$ cat config.mk
export PLATFORM = sky130hd
export DESIGN_NAME = vlpr_ram
export DESIGN_NICKNAME = d
export VERILOG_FILES = /design/src/hw/rtl/vlpr_ram.sv
export SDC_FILE = /design/constraint.sdc
export NUM_CORES = 1
export LEC_CHECK = 0
export BUFFER_PORTS_ARGS = -buffer_cell sky130_fd_sc_hd__buf_2
export CORE_UTILIZATION = 40
export DETAILED_ROUTE_END_ITERATION = 12
export PLACE_DENSITY_LB_ADDON = 0.25
export SLEW_MARGIN = 25
export SYNTH_ARGS = -nofsm -noshare
export SYNTH_HDL_FRONTEND = slang
export SYNTH_SLANG_ARGS = --single-unit
$ cat constraint.sdc
create_clock -name i_clk -period 2.2 [get_ports i_clk]
set_clock_uncertainty 0.15 [all_clocks]
set_input_delay 0 -clock i_clk [delete_from_list [all_inputs] [get_ports i_clk]]
set_output_delay 0 -clock i_clk [all_outputs]
set_load 0.02 [all_outputs]
$ cat src/hw/rtl/vlpr_ram.sv
// Generic single-write, single-read synchronous RAM with registered read data.
// Read data holds while the read enable is low. No dependencies.
`default_nettype none

module vlpr_ram #(
    parameter int WIDTH = 8,
    parameter int DEPTH = 16
) (
    input  wire logic                     i_clk,
    input  wire logic                     i_wr_en,
    input  wire logic [$clog2(DEPTH)-1:0] i_wr_addr,
    input  wire logic [WIDTH-1:0]         i_wr_data,
    input  wire logic                     i_rd_en,
    input  wire logic [$clog2(DEPTH)-1:0] i_rd_addr,
    output logic      [WIDTH-1:0]         o_rd_data
);

    logic [WIDTH-1:0] r_mem [DEPTH];
    logic [WIDTH-1:0] r_rd_data;

    // Write port
    always_ff @(posedge i_clk) begin
        if (i_wr_en) begin
            r_mem[i_wr_addr] <= i_wr_data;
        end
    end

    // Registered read port
    always_ff @(posedge i_clk) begin
        if (i_rd_en) begin
            r_rd_data <= r_mem[i_rd_addr];
        end
    end

    assign o_rd_data = r_rd_data;

endmodule

`default_nettype wire

==> impl_metrics.py <==
metrics = {
    "critical_path": {
        "worstPathMaxFanout": 1,
        "rr_worst_depth": 3,
        "arrival_ps": 1650,
        "required_ps": 2190,
        "crit_type": "flop to flop",
        "cp-start-kind": "flop",
        "critPathCaptureType": "flop",
    },
    "global_routing": {
        "antenna_found_initial": 0,
        "overflow": 0,
        "grt_pass1_vias": 2602,
        "grt_max_degree": 33,
        "grt_use_total_pct": 16.7,
        "grt_pass1_wl_um": 15100,
    },
    "clock_tree": {
        "clk_latency_ps": 410,
        "clk_pin_slew_worst_paths_ps": 50,
        "cts_setup_buffers": 0,
        "cts_tree": "done",
        "root_buffer": "clkbuf_16",
        "clock_sinks": 136,
        "cts_inserted_buffers": 17,
        "hold_buffers": 11,
        "postCtsResizedCells": 0,
        "htreeDepth": 4,
        "cts_buffer_depth": 2,
    },
    "cells_and_area": {
        "final_util_pct": 50.0,
        "area_growth_syn_to_layout_pct": 21.1,
        "final_common_cell": "edfxtp_1",
        "antenna_cells": 0,
        "fin_nets": 314,
        "final_cell_mix": "edfxtp_1, buf_2, mux4_2",
        "stdcell_count": 480,
        "drive_gt1_share_pct": 29.2,
    },
    "synth": {
        "yosysWarnings": 0,
        "seq_area_frac_synth_pct": 78.1,
        "syn_area_um2": 5230,
        "syn_inst": 229,
        "ys_seq_elements": 136,
        "syn_area_per_cell_um2": 22.8,
        "synth_nets": 248,
        "yosysUniqueCellTypes": 18,
    },
    "routing": {
        "ant_nets": 0,
        "wire_per_inst_um": 20.8,
        "firstDrtPassIters": 4,
        "drt-total-wl_um": 9980,
        "drc_errors": 0,
        "vias_per_cell": 5.20,
        "drtIter0Drc": 182,
        "dr_total_vias": 2495,
    },
    "sta": {
        "slew_viol_final": 0,
        "setup_ws_ps": 532,
        "rsz0062_at_grt": "false",
        "timing.setup.tns_ps": 0,
        "hold_viol": 0,
        "worst_pin_slew_ps": 677,
        "min_period_ps": 1670,
        "max_freq_ghz": 0.599,
        "min_period_over_period_pct": 75.8,
        "final-setup-viol-count": 0,
        "maxSlewHeadroom_pct": 54.7,
    },
    "floorplan": {
        "fp.dieH_um": 116,
        "placementRows": 41,
        "die_w_um": 116,
        "boundaryPins": 27,
        "dieArea_um2": 13500,
        "initial_core_util_pct": 41.3,
        "core_area_um2": 12700,
    },
    "status": {
        "status": "complete, no violations",
    },
    "min_path": {
        "worstHoldPathCells": 3,
        "hold_class": "primary input to flop",
    },
    "job": {
        "drv_cap": 0,
    },
    "power_and_ir_drop": {
        "vdd_drop_max_v": 0.000560,
        "power.density_nw_per_um2": 922,
        "power_frac_comb_pct": 5.1,
        "switching_share_pct": 19.6,
        "p_total_mw": 5.84,
        "power_frac_seq_pct": 50.3,
        "intPower_mw": 4.70,
        "power_switching_mw": 1.14,
        "power_frac_clock_pct": 44.6,
        "power_leakage_nw": 2.14,
    },
    "placement": {
        "post-place-ws_ps": 358,
        "gp_congestion": 0.682,
        "placed_cells": 437,
        "io_buffers": 26,
        "hpwlAfterDp_um": 6200,
    },
}
==> final cells by class <==
cell class	instances	area (µm²)
Sequential cell	136	4080
Clock buffer	21	440
Multi-Input combinational cell	83	1060
Clock inverter	11	106
Tap cell	172	215
Timing Repair Buffer	57	428
Fill cell	1042	6340
==> routing by layer <==
| metal | up-vias | global-route usage [%] | wire, µm |
|---|---|---|---|
| met5 | - | 0 | 0 |
| met4 | 0 | 7.18 | 133 |
| met3 | 9 | 4.26 | 427 |
| met2 | 62 | 26.9 | 5130 |
| met1 | 1307 | 21.5 | 4290 |
| li1 | 1117 | - | - |
==> per-stage QoR <==
stage	instance area (µm²)	hold slack [ps]
2_1_floorplan	5230	-51.1
3_3_place_gp	5670	227
3_5_place_dp	5670	237
4_1_cts	6330	0.110
5_1_grt	6330	18.2
6_report	6330	13.8
==> logic make-up after synthesis <==
logic type | after synthesis | synth area share, %
compound gates | 16 | 2.30
simple gates | 35 | 3.14
buf+inv | 10 | 1.65
flops | 136 | 78.1
mux | 32 | 14.8
==> worst max-delay path, stage by stage (launching register included) <==
cell      delay, ps
edfxtp_1        370
mux4_2          480
a22oi_1         260
nand2_1         140
==> sequential cells by signal, indices dropped and copies added, names as in the netlist <==
register,flops
r_mem,128
o_rd_data,8
==> power by group through the flow <==
stage	sequential [mW]	combinational [mW]	clock, mW
after floorplan	3.00	0.147	0
after global placement	2.99	0.284	0
after detailed placement	2.99	0.289	0
after CTS	2.94	0.304	2.66
after global routing	2.94	0.324	2.76
final	2.94	0.298	2.61
==> cells in the mapped netlist (all sizes together) <==
cell	number	area (µm²)
nand2b	2	12.5
nor2	13	48.8
or3b	1	8.76
nand2	9	33.8
nor3	4	20.0
and2b	1	7.51
nand3b	2	15.0
and2	1	6.26
clkdlybuf4s25	3	30.0
buf	7	56.3
a22oi	16	120
edfxtp	136	4080
nand3	1	5.00
mux4	32	773
nor2b	1	6.26
==> worst paths after layout <==
kind                     start  slack [ps]      endpoint
setup / recovery   r_mem[3][6]         530  o_rd_data[6]
hold / removal    i_wr_addr[1]          10   r_mem[4][0]
setup reg to reg   r_mem[3][6]         530  o_rd_data[6]
hold reg to reg   r_mem[11][1]         610  o_rd_data[1]
No activity file was read; power rests on OpenSTA's default activity.
