--- config.mk ---
export PLATFORM = sky130hd
export DESIGN_NAME = vlpr_wr_ctrl
export DESIGN_NICKNAME = d
export VERILOG_FILES = /design/src/hw/rtl/vlpr_pkg.sv /design/src/hw/rtl/vlpr_wr_ctrl.sv
export SDC_FILE = /design/constraint.sdc
export NUM_CORES = 1
export LEC_CHECK = 0
export ABC_AREA = 1
export BUFFER_PORTS_ARGS = -buffer_cell sky130_fd_sc_hd__clkbuf_2
export CAP_MARGIN = 20
export CORE_MARGIN = 3
export CORE_UTILIZATION = 30
export CTS_CLUSTER_DIAMETER = 30
export DETAILED_ROUTE_END_ITERATION = 7
export GPL_ROUTABILITY_DRIVEN = 1
export PLACE_DENSITY_LB_ADDON = 0.1
export REMOVE_ABC_BUFFERS = 1
export SYNTH_ARGS = -nofsm -noshare
export SYNTH_HDL_FRONTEND = slang
export SYNTH_SLANG_ARGS = --single-unit
--- constraint.sdc ---
create_clock -name i_clk -period 3.4 [get_ports i_clk]
set_clock_uncertainty 0.2 [all_clocks]
set_input_delay 0.17 -clock i_clk [delete_from_list [all_inputs] [get_ports i_clk]]
set_output_delay 0.17 -clock i_clk [all_outputs]
set_load 0.1 [all_outputs]
--- src/hw/rtl/vlpr_pkg.sv ---
// Shared constants, types and helper functions for the variable-length packet ring.
// Used by vlpr_wr_ctrl and the top level; has no dependencies of its own.
`default_nettype none

package vlpr_pkg;

    // Ring geometry
    localparam int SLOT_COUNT = 16;
    localparam int SLOT_BYTES = 64;

    // Field widths
    localparam int CMD_W  = 2;
    localparam int BYTE_W = 8;
    localparam int LEN_W  = 7;
    localparam int ST_W   = 3;
    localparam int OCC_W  = 4;
    localparam int REJ_W  = 2;

    // Derived widths
    localparam int SLOT_W    = $clog2(SLOT_COUNT);
    localparam int SLOT_CW   = SLOT_W + 1;
    localparam int OFF_W     = (SLOT_BYTES > 1) ? $clog2(SLOT_BYTES) : 1;
    localparam int PKT_DEPTH = SLOT_COUNT * SLOT_BYTES;
    localparam int ADDR_W    = $clog2(PKT_DEPTH);

    // Commands
    localparam logic [CMD_W-1:0] CMD_WRITE = 2'd0;
    localparam logic [CMD_W-1:0] CMD_READ  = 2'd1;
    localparam logic [CMD_W-1:0] CMD_CLEAR = 2'd2;

    // Result status codes
    localparam logic [ST_W-1:0] ST_READ   = 3'd0;
    localparam logic [ST_W-1:0] ST_ACCEPT = 3'd1;
    localparam logic [ST_W-1:0] ST_FULL   = 3'd2;
    localparam logic [ST_W-1:0] ST_LONG   = 3'd3;
    localparam logic [ST_W-1:0] ST_EMPTY  = 3'd4;
    localparam logic [ST_W-1:0] ST_DROP   = 3'd5;

    // Rejection state of the packet being written
    localparam logic [REJ_W-1:0] REJ_NONE = 2'd0;
    localparam logic [REJ_W-1:0] REJ_FULL = 2'd1;
    localparam logic [REJ_W-1:0] REJ_LONG = 2'd2;

    // Write-side decision for one write byte
    typedef struct packed {
        logic                  store_en;
        logic [ADDR_W-1:0]     store_addr;
        logic [BYTE_W-1:0]     store_data;
        logic                  commit;
        logic [LEN_W-1:0]      length;
        logic [ST_W-1:0]       status;
    } t_wr_result;

    // Advance a slot index with wrap
    function automatic logic [SLOT_W-1:0] next_slot(input logic [SLOT_W-1:0] s);
        if (s == SLOT_W'(SLOT_COUNT - 1)) begin
            return '0;
        end
        return s + 1'b1;
    endfunction

    // Byte address of an offset within a slot
    function automatic logic [ADDR_W-1:0] pkt_addr(input logic [SLOT_W-1:0] slot,
                                                   input logic [OFF_W-1:0]  off);
        return ADDR_W'(slot) * ADDR_W'(SLOT_BYTES) + ADDR_W'(off);
    endfunction

    // Packets held, reported in the low bits
    function automatic logic [OCC_W-1:0] occupancy(input logic [SLOT_W-1:0] ws,
                                                   input logic [SLOT_W-1:0] rs);
        logic [SLOT_CW-1:0] d;
        if (ws >= rs) begin
            d = {1'b0, ws} - {1'b0, rs};
        end else begin
            d = {1'b0, ws} + SLOT_CW'(SLOT_COUNT) - {1'b0, rs};
        end
        return OCC_W'(d);
    endfunction

endpackage

`default_nettype wire

--- src/hw/rtl/vlpr_wr_ctrl.sv ---
// Write-side packet tracking: byte count and sticky rejection of the packet in progress.
// Depends on vlpr_pkg.
`default_nettype none

module vlpr_wr_ctrl (
    input  wire logic                           i_clk,
    input  wire logic                           i_rst_n,
    input  wire logic                           i_fire,
    input  wire logic                           i_clear,
    input  wire logic [vlpr_pkg::BYTE_W-1:0]    i_data,
    input  wire logic                           i_last,
    input  wire logic [vlpr_pkg::SLOT_W-1:0]    i_write_slot,
    input  wire logic [vlpr_pkg::SLOT_W-1:0]    i_read_slot,
    output vlpr_pkg::t_wr_result                o_result
);

    logic [vlpr_pkg::LEN_W-1:0] r_bytes;
    logic [vlpr_pkg::LEN_W-1:0] n_bytes;
    logic [vlpr_pkg::REJ_W-1:0] r_rejected;
    logic [vlpr_pkg::REJ_W-1:0] n_rejected;
    logic [vlpr_pkg::REJ_W-1:0] w_rej_now;
    logic                       w_store;
    logic [vlpr_pkg::LEN_W-1:0] w_bytes_inc;

    // Decide full / too long / store for this byte
    always_comb begin
        w_rej_now   = r_rejected;
        w_store     = 1'b0;
        w_bytes_inc = r_bytes;
        if (r_bytes == '0 && r_rejected == vlpr_pkg::REJ_NONE &&
            vlpr_pkg::next_slot(i_write_slot) == i_read_slot) begin
            w_rej_now = vlpr_pkg::REJ_FULL;
        end
        if (w_rej_now == vlpr_pkg::REJ_NONE) begin
            if (r_bytes >= vlpr_pkg::LEN_W'(vlpr_pkg::SLOT_BYTES)) begin
                w_rej_now = vlpr_pkg::REJ_LONG;
            end else begin
                w_store     = 1'b1;
                w_bytes_inc = r_bytes + 1'b1;
            end
        end
    end

    // Build the result for the top level
    always_comb begin
        o_result.store_en   = i_fire && w_store;
        o_result.store_addr = vlpr_pkg::pkt_addr(i_write_slot,
                                                 r_bytes[vlpr_pkg::OFF_W-1:0]);
        o_result.store_data = i_data;
        o_result.commit     = i_last && (w_rej_now == vlpr_pkg::REJ_NONE);
        o_result.length     = w_bytes_inc;
        case (w_rej_now)
            vlpr_pkg::REJ_FULL: o_result.status = vlpr_pkg::ST_FULL;
            vlpr_pkg::REJ_LONG: o_result.status = vlpr_pkg::ST_LONG;
            default:            o_result.status = vlpr_pkg::ST_ACCEPT;
        endcase
    end

    // Advance packet state; clear on the last byte or an index reset
    always_comb begin
        n_bytes    = r_bytes;
        n_rejected = r_rejected;
        if (i_clear) begin
            n_bytes    = '0;
            n_rejected = vlpr_pkg::REJ_NONE;
        end else if (i_fire) begin
            if (i_last) begin
                n_bytes    = '0;
                n_rejected = vlpr_pkg::REJ_NONE;
            end else begin
                n_bytes    = w_bytes_inc;
                n_rejected = w_rej_now;
            end
        end
    end

    always_ff @(posedge i_clk) begin
        if (!i_rst_n) begin
            r_bytes    <= '0;
            r_rejected <= vlpr_pkg::REJ_NONE;
        end else begin
            r_bytes    <= n_bytes;
            r_rejected <= n_rejected;
        end
    end

endmodule

`default_nettype wire

==> qor.csv <==
stage,metric,value,unit
sta,worst_slew_pin_slew,604,ps
global_routing,overflow,0,
critical_path,path_cells,inv_1 -> ha_1 -> nand2_1 -> nor3_1 -> nand2_1 -> nor2_4 -> nand3_4 -> nand2_1 -> inv_2 -> a21oi_2 -> ha_1 -> inv_1 -> clkbuf_2,
sta,slew_headroom,59.6,%
cts,cts_made_buffers,3,
cts,post_cts_buffers,0,
cts,cts_tree,yes,
routing,wl,2390,um
cts,clockRootBuffer,clkbuf_4,
pwr,power_density,282,nW/um2
synthesis,syn_avg_cell_area,6.06,um2
critical_path,crit_top_cell,nand2_1,
min_path,worstHoldPathType,input pin to register,
synthesis,synth_cell_types,24,
synthesis,synth-seq-cells,9,
layout,drive_above_1_share,25.9,%
sta,rsz0062_at_grt,false,
critical_path,cpPeakStageDelay,440,ps
critical_path,reg2reg_to,r_bytes[6],
global_routing,grt_pass1_vias,937,
global_routing,grt_max_degree,11,
floorplanning,pin_count,51,
routing,antenna_left,0,
routing,dr.pass1.iters,4,
cts,clock-sinks,9,
floorplanning,die_h,64.4,um
critical_path,startpoint_type,register,
global_routing,antenna_found_initial,0,
cts,ctsLongestPathBuffers,2,
floorplanning,core-area,3150,um2
routing,routed_via_density,4.37,
layout,n_antenna_cell,0,
routing,drt-initial-drc-count,31,
sta,min_period,2890,ps
global_routing,track_usage,12.7,%
flow_run,max_cap_violations,0,
cts,ctsHoldBuffers,1,
sta,setup_violations,0,
synthesis,synth_seq_area_share,17.6,%
pwr,ir_worst_vdd,0.123,mV
sta,hold_violations,0,
routing,remaining_drc_errors,0,
layout,syn_to_final_growth,9.66,%
critical_path,end_kind,output pin,
global_routing,grt_pass1_wl,4220,um
min_path,hold_depth,5,
critical_path,worst_path_max_delay_cell,clkbuf_2,
sta,hold_ws,45.1,ps
placement,place.gp.congestion,0.739,
floorplanning,fp-row-count,20,
pwr,p_leak,0.586,nW
status,status,"complete, no violations",
critical_path,reg2reg_from,r_bytes[0],
critical_path,cp_max_fo,8,
layout,post-route-util,35.6,%
synthesis,ys_warn_count,0,
floorplanning,dieArea,4150,um2
layout,nNetsFinal,212,
critical_path,critPathBufInv,4,
sta,period_share,84.9,%
critical_path,reg2regPathDepth,11,
critical_path,cp.arrival,2520,ps
cts,clk_latency,260,ps
critical_path,critPathTopFamily,simple AND/OR/NAND/NOR gates,
sta,drv_slew,0,
cts,path_clk_slew,70,ps
critical_path,r2r_slack,1460,ps
synthesis,syn-instance-count,169,
sta,fmax,0.346,GHz
min_path,worstHoldEndpoint,r_rejected[1],
critical_path,path_class,register to output pin,
cts,cts-resized-gates,0,
floorplanning,die_w,64.4,um
cts,cts_max_level,1,
routing,num_vias,1000,
min_path,hold_path_startpoint,i_rst_n,
synthesis,synth_area,1020,um2
placement,dpl.hpwl,1890,um
floorplanning,start_util,32.5,%
critical_path,worstPathRequired,3030,ps
placement,port_buffers,33,
routing,drt-wirelength-per-cell,10.5,um
cell families after synthesis:
group	synth area share, %
adders and majority gates	6.11
AOI/OAI and AO/OA	8.92
and+or+nand+nor	40.6
other	0.366
xor gates and xnor gates	2.57
buffers and inverters	23.8
DFF	17.6
worst max-delay path by stage:
stage	cells past startpoint	slack, ps	end	startpoint
final	13	510	o_result[1]	r_bytes[1]
after global routing	13	290	o_result[1]	r_bytes[1]
after CTS	13	460	o_result[1]	r_bytes[1]
after detailed placement	14	730	o_result[1]	i_write_slot[0]
after global placement	14	810	o_result[1]	i_write_slot[0]
after floorplan	11	-1110	r_bytes[6]	r_bytes[0]
worst reg2reg max path, delay by kind of cell (launching register included):
family / cells / cell delay (ps)
and+or+nand+nor: 7 / 560
DFF: 1 / 460
AOI/OAI and AO/OA: 1 / 300
adders and majority gates: 1 / 190
buffers and inverters: 2 / 150
layout by cell type, fill, tap and decap left out:
| cell | count |
|---|---|
| nand2_4 | 1 |
| clkinv_1 | 1 |
| o21ai_0 | 4 |
| clkbuf_1 | 1 |
| nand2_1 | 45 |
| inv_1 | 21 |
| xnor2_1 | 2 |
| conb_1 | 1 |
| xor2_1 | 1 |
| a21oi_2 | 1 |
| nor2_1 | 16 |
| clkbuf_4 | 3 |
| inv_2 | 1 |
| dlygate4sd3_1 | 1 |
| nand4_1 | 2 |
| nand3_1 | 12 |
| nor3_1 | 2 |
| clkbuf_2 | 33 |
| nand3b_1 | 2 |
| dfxtp_1 | 9 |
| a21oi_1 | 11 |
| nand3_4 | 1 |
| o21bai_1 | 1 |
| nor2_4 | 2 |
| ha_1 | 5 |
| nand2_2 | 6 |
through the flow:
stage                     instances  area (um2)  power [W]  setup slack, ps  setup TNS [ps]
final                           229        1120   0.000316              512               0
after global routing            229        1120   0.000335              288               0
after CTS                       229        1120   0.000321              464               0
after detailed placement        224        1090   0.000233              730               0
after global placement          224        1090   0.000233              808               0
after floorplan                 147         866   0.000190            -1110           -2920
cell type report:
| class | count | area, um2 |
|---|---|---|
| flip-flops and latches | 9 | 180 |
| clock buffers | 4 | 26.3 |
| well taps | 44 | 55.1 |
| fillers | 372 | 2030 |
| multi-input cells | 115 | 599 |
| inverters | 23 | 86.3 |
| repair buffers | 34 | 175 |
routing by layer:
layer / share of wire, % / vias up / GRT usage [%]
li1: - / 540 / -
met1: 48 / 419 / 16.0
met2: 44 / 39 / 20.4
met3: 7.5 / 2 / 3.12
met4: 0.88 / 0 / 5.54
met5: 0 / - / 0
Yosys cell counts, drive strengths merged:
| cell | count | share of area [%] |
|---|---|---|
| inv | 22 | 8.1 |
| nand2 | 52 | 21 |
| nand3 | 13 | 7.6 |
| dfxtp | 9 | 18 |
| nor3 | 2 | 0.98 |
| buf | 22 | 15 |
| clkinv | 1 | 0.37 |
| xor2 | 1 | 0.86 |
| a21oi | 12 | 6.2 |
| xnor2 | 2 | 1.7 |
| nor2 | 18 | 8.1 |
| conb | 1 | 0.37 |
| nand4 | 2 | 1.2 |
| nand3b | 2 | 1.5 |
| o21ai | 4 | 2.0 |
| ha | 5 | 6.1 |
| o21bai | 1 | 0.73 |
report_power, final:
group	switching (W)	internal (W)
Sequential	0.000000971	0.000106
Clock	0.0000398	0.0000453
Combinational	0.0000994	0.0000246
Total	0.000140	0.000176
sequential cells by signal (all words and copies together), names as in the netlist:
signal,count
r_bytes,7
r_rejected,2
(Power assumes the default switching activity.)
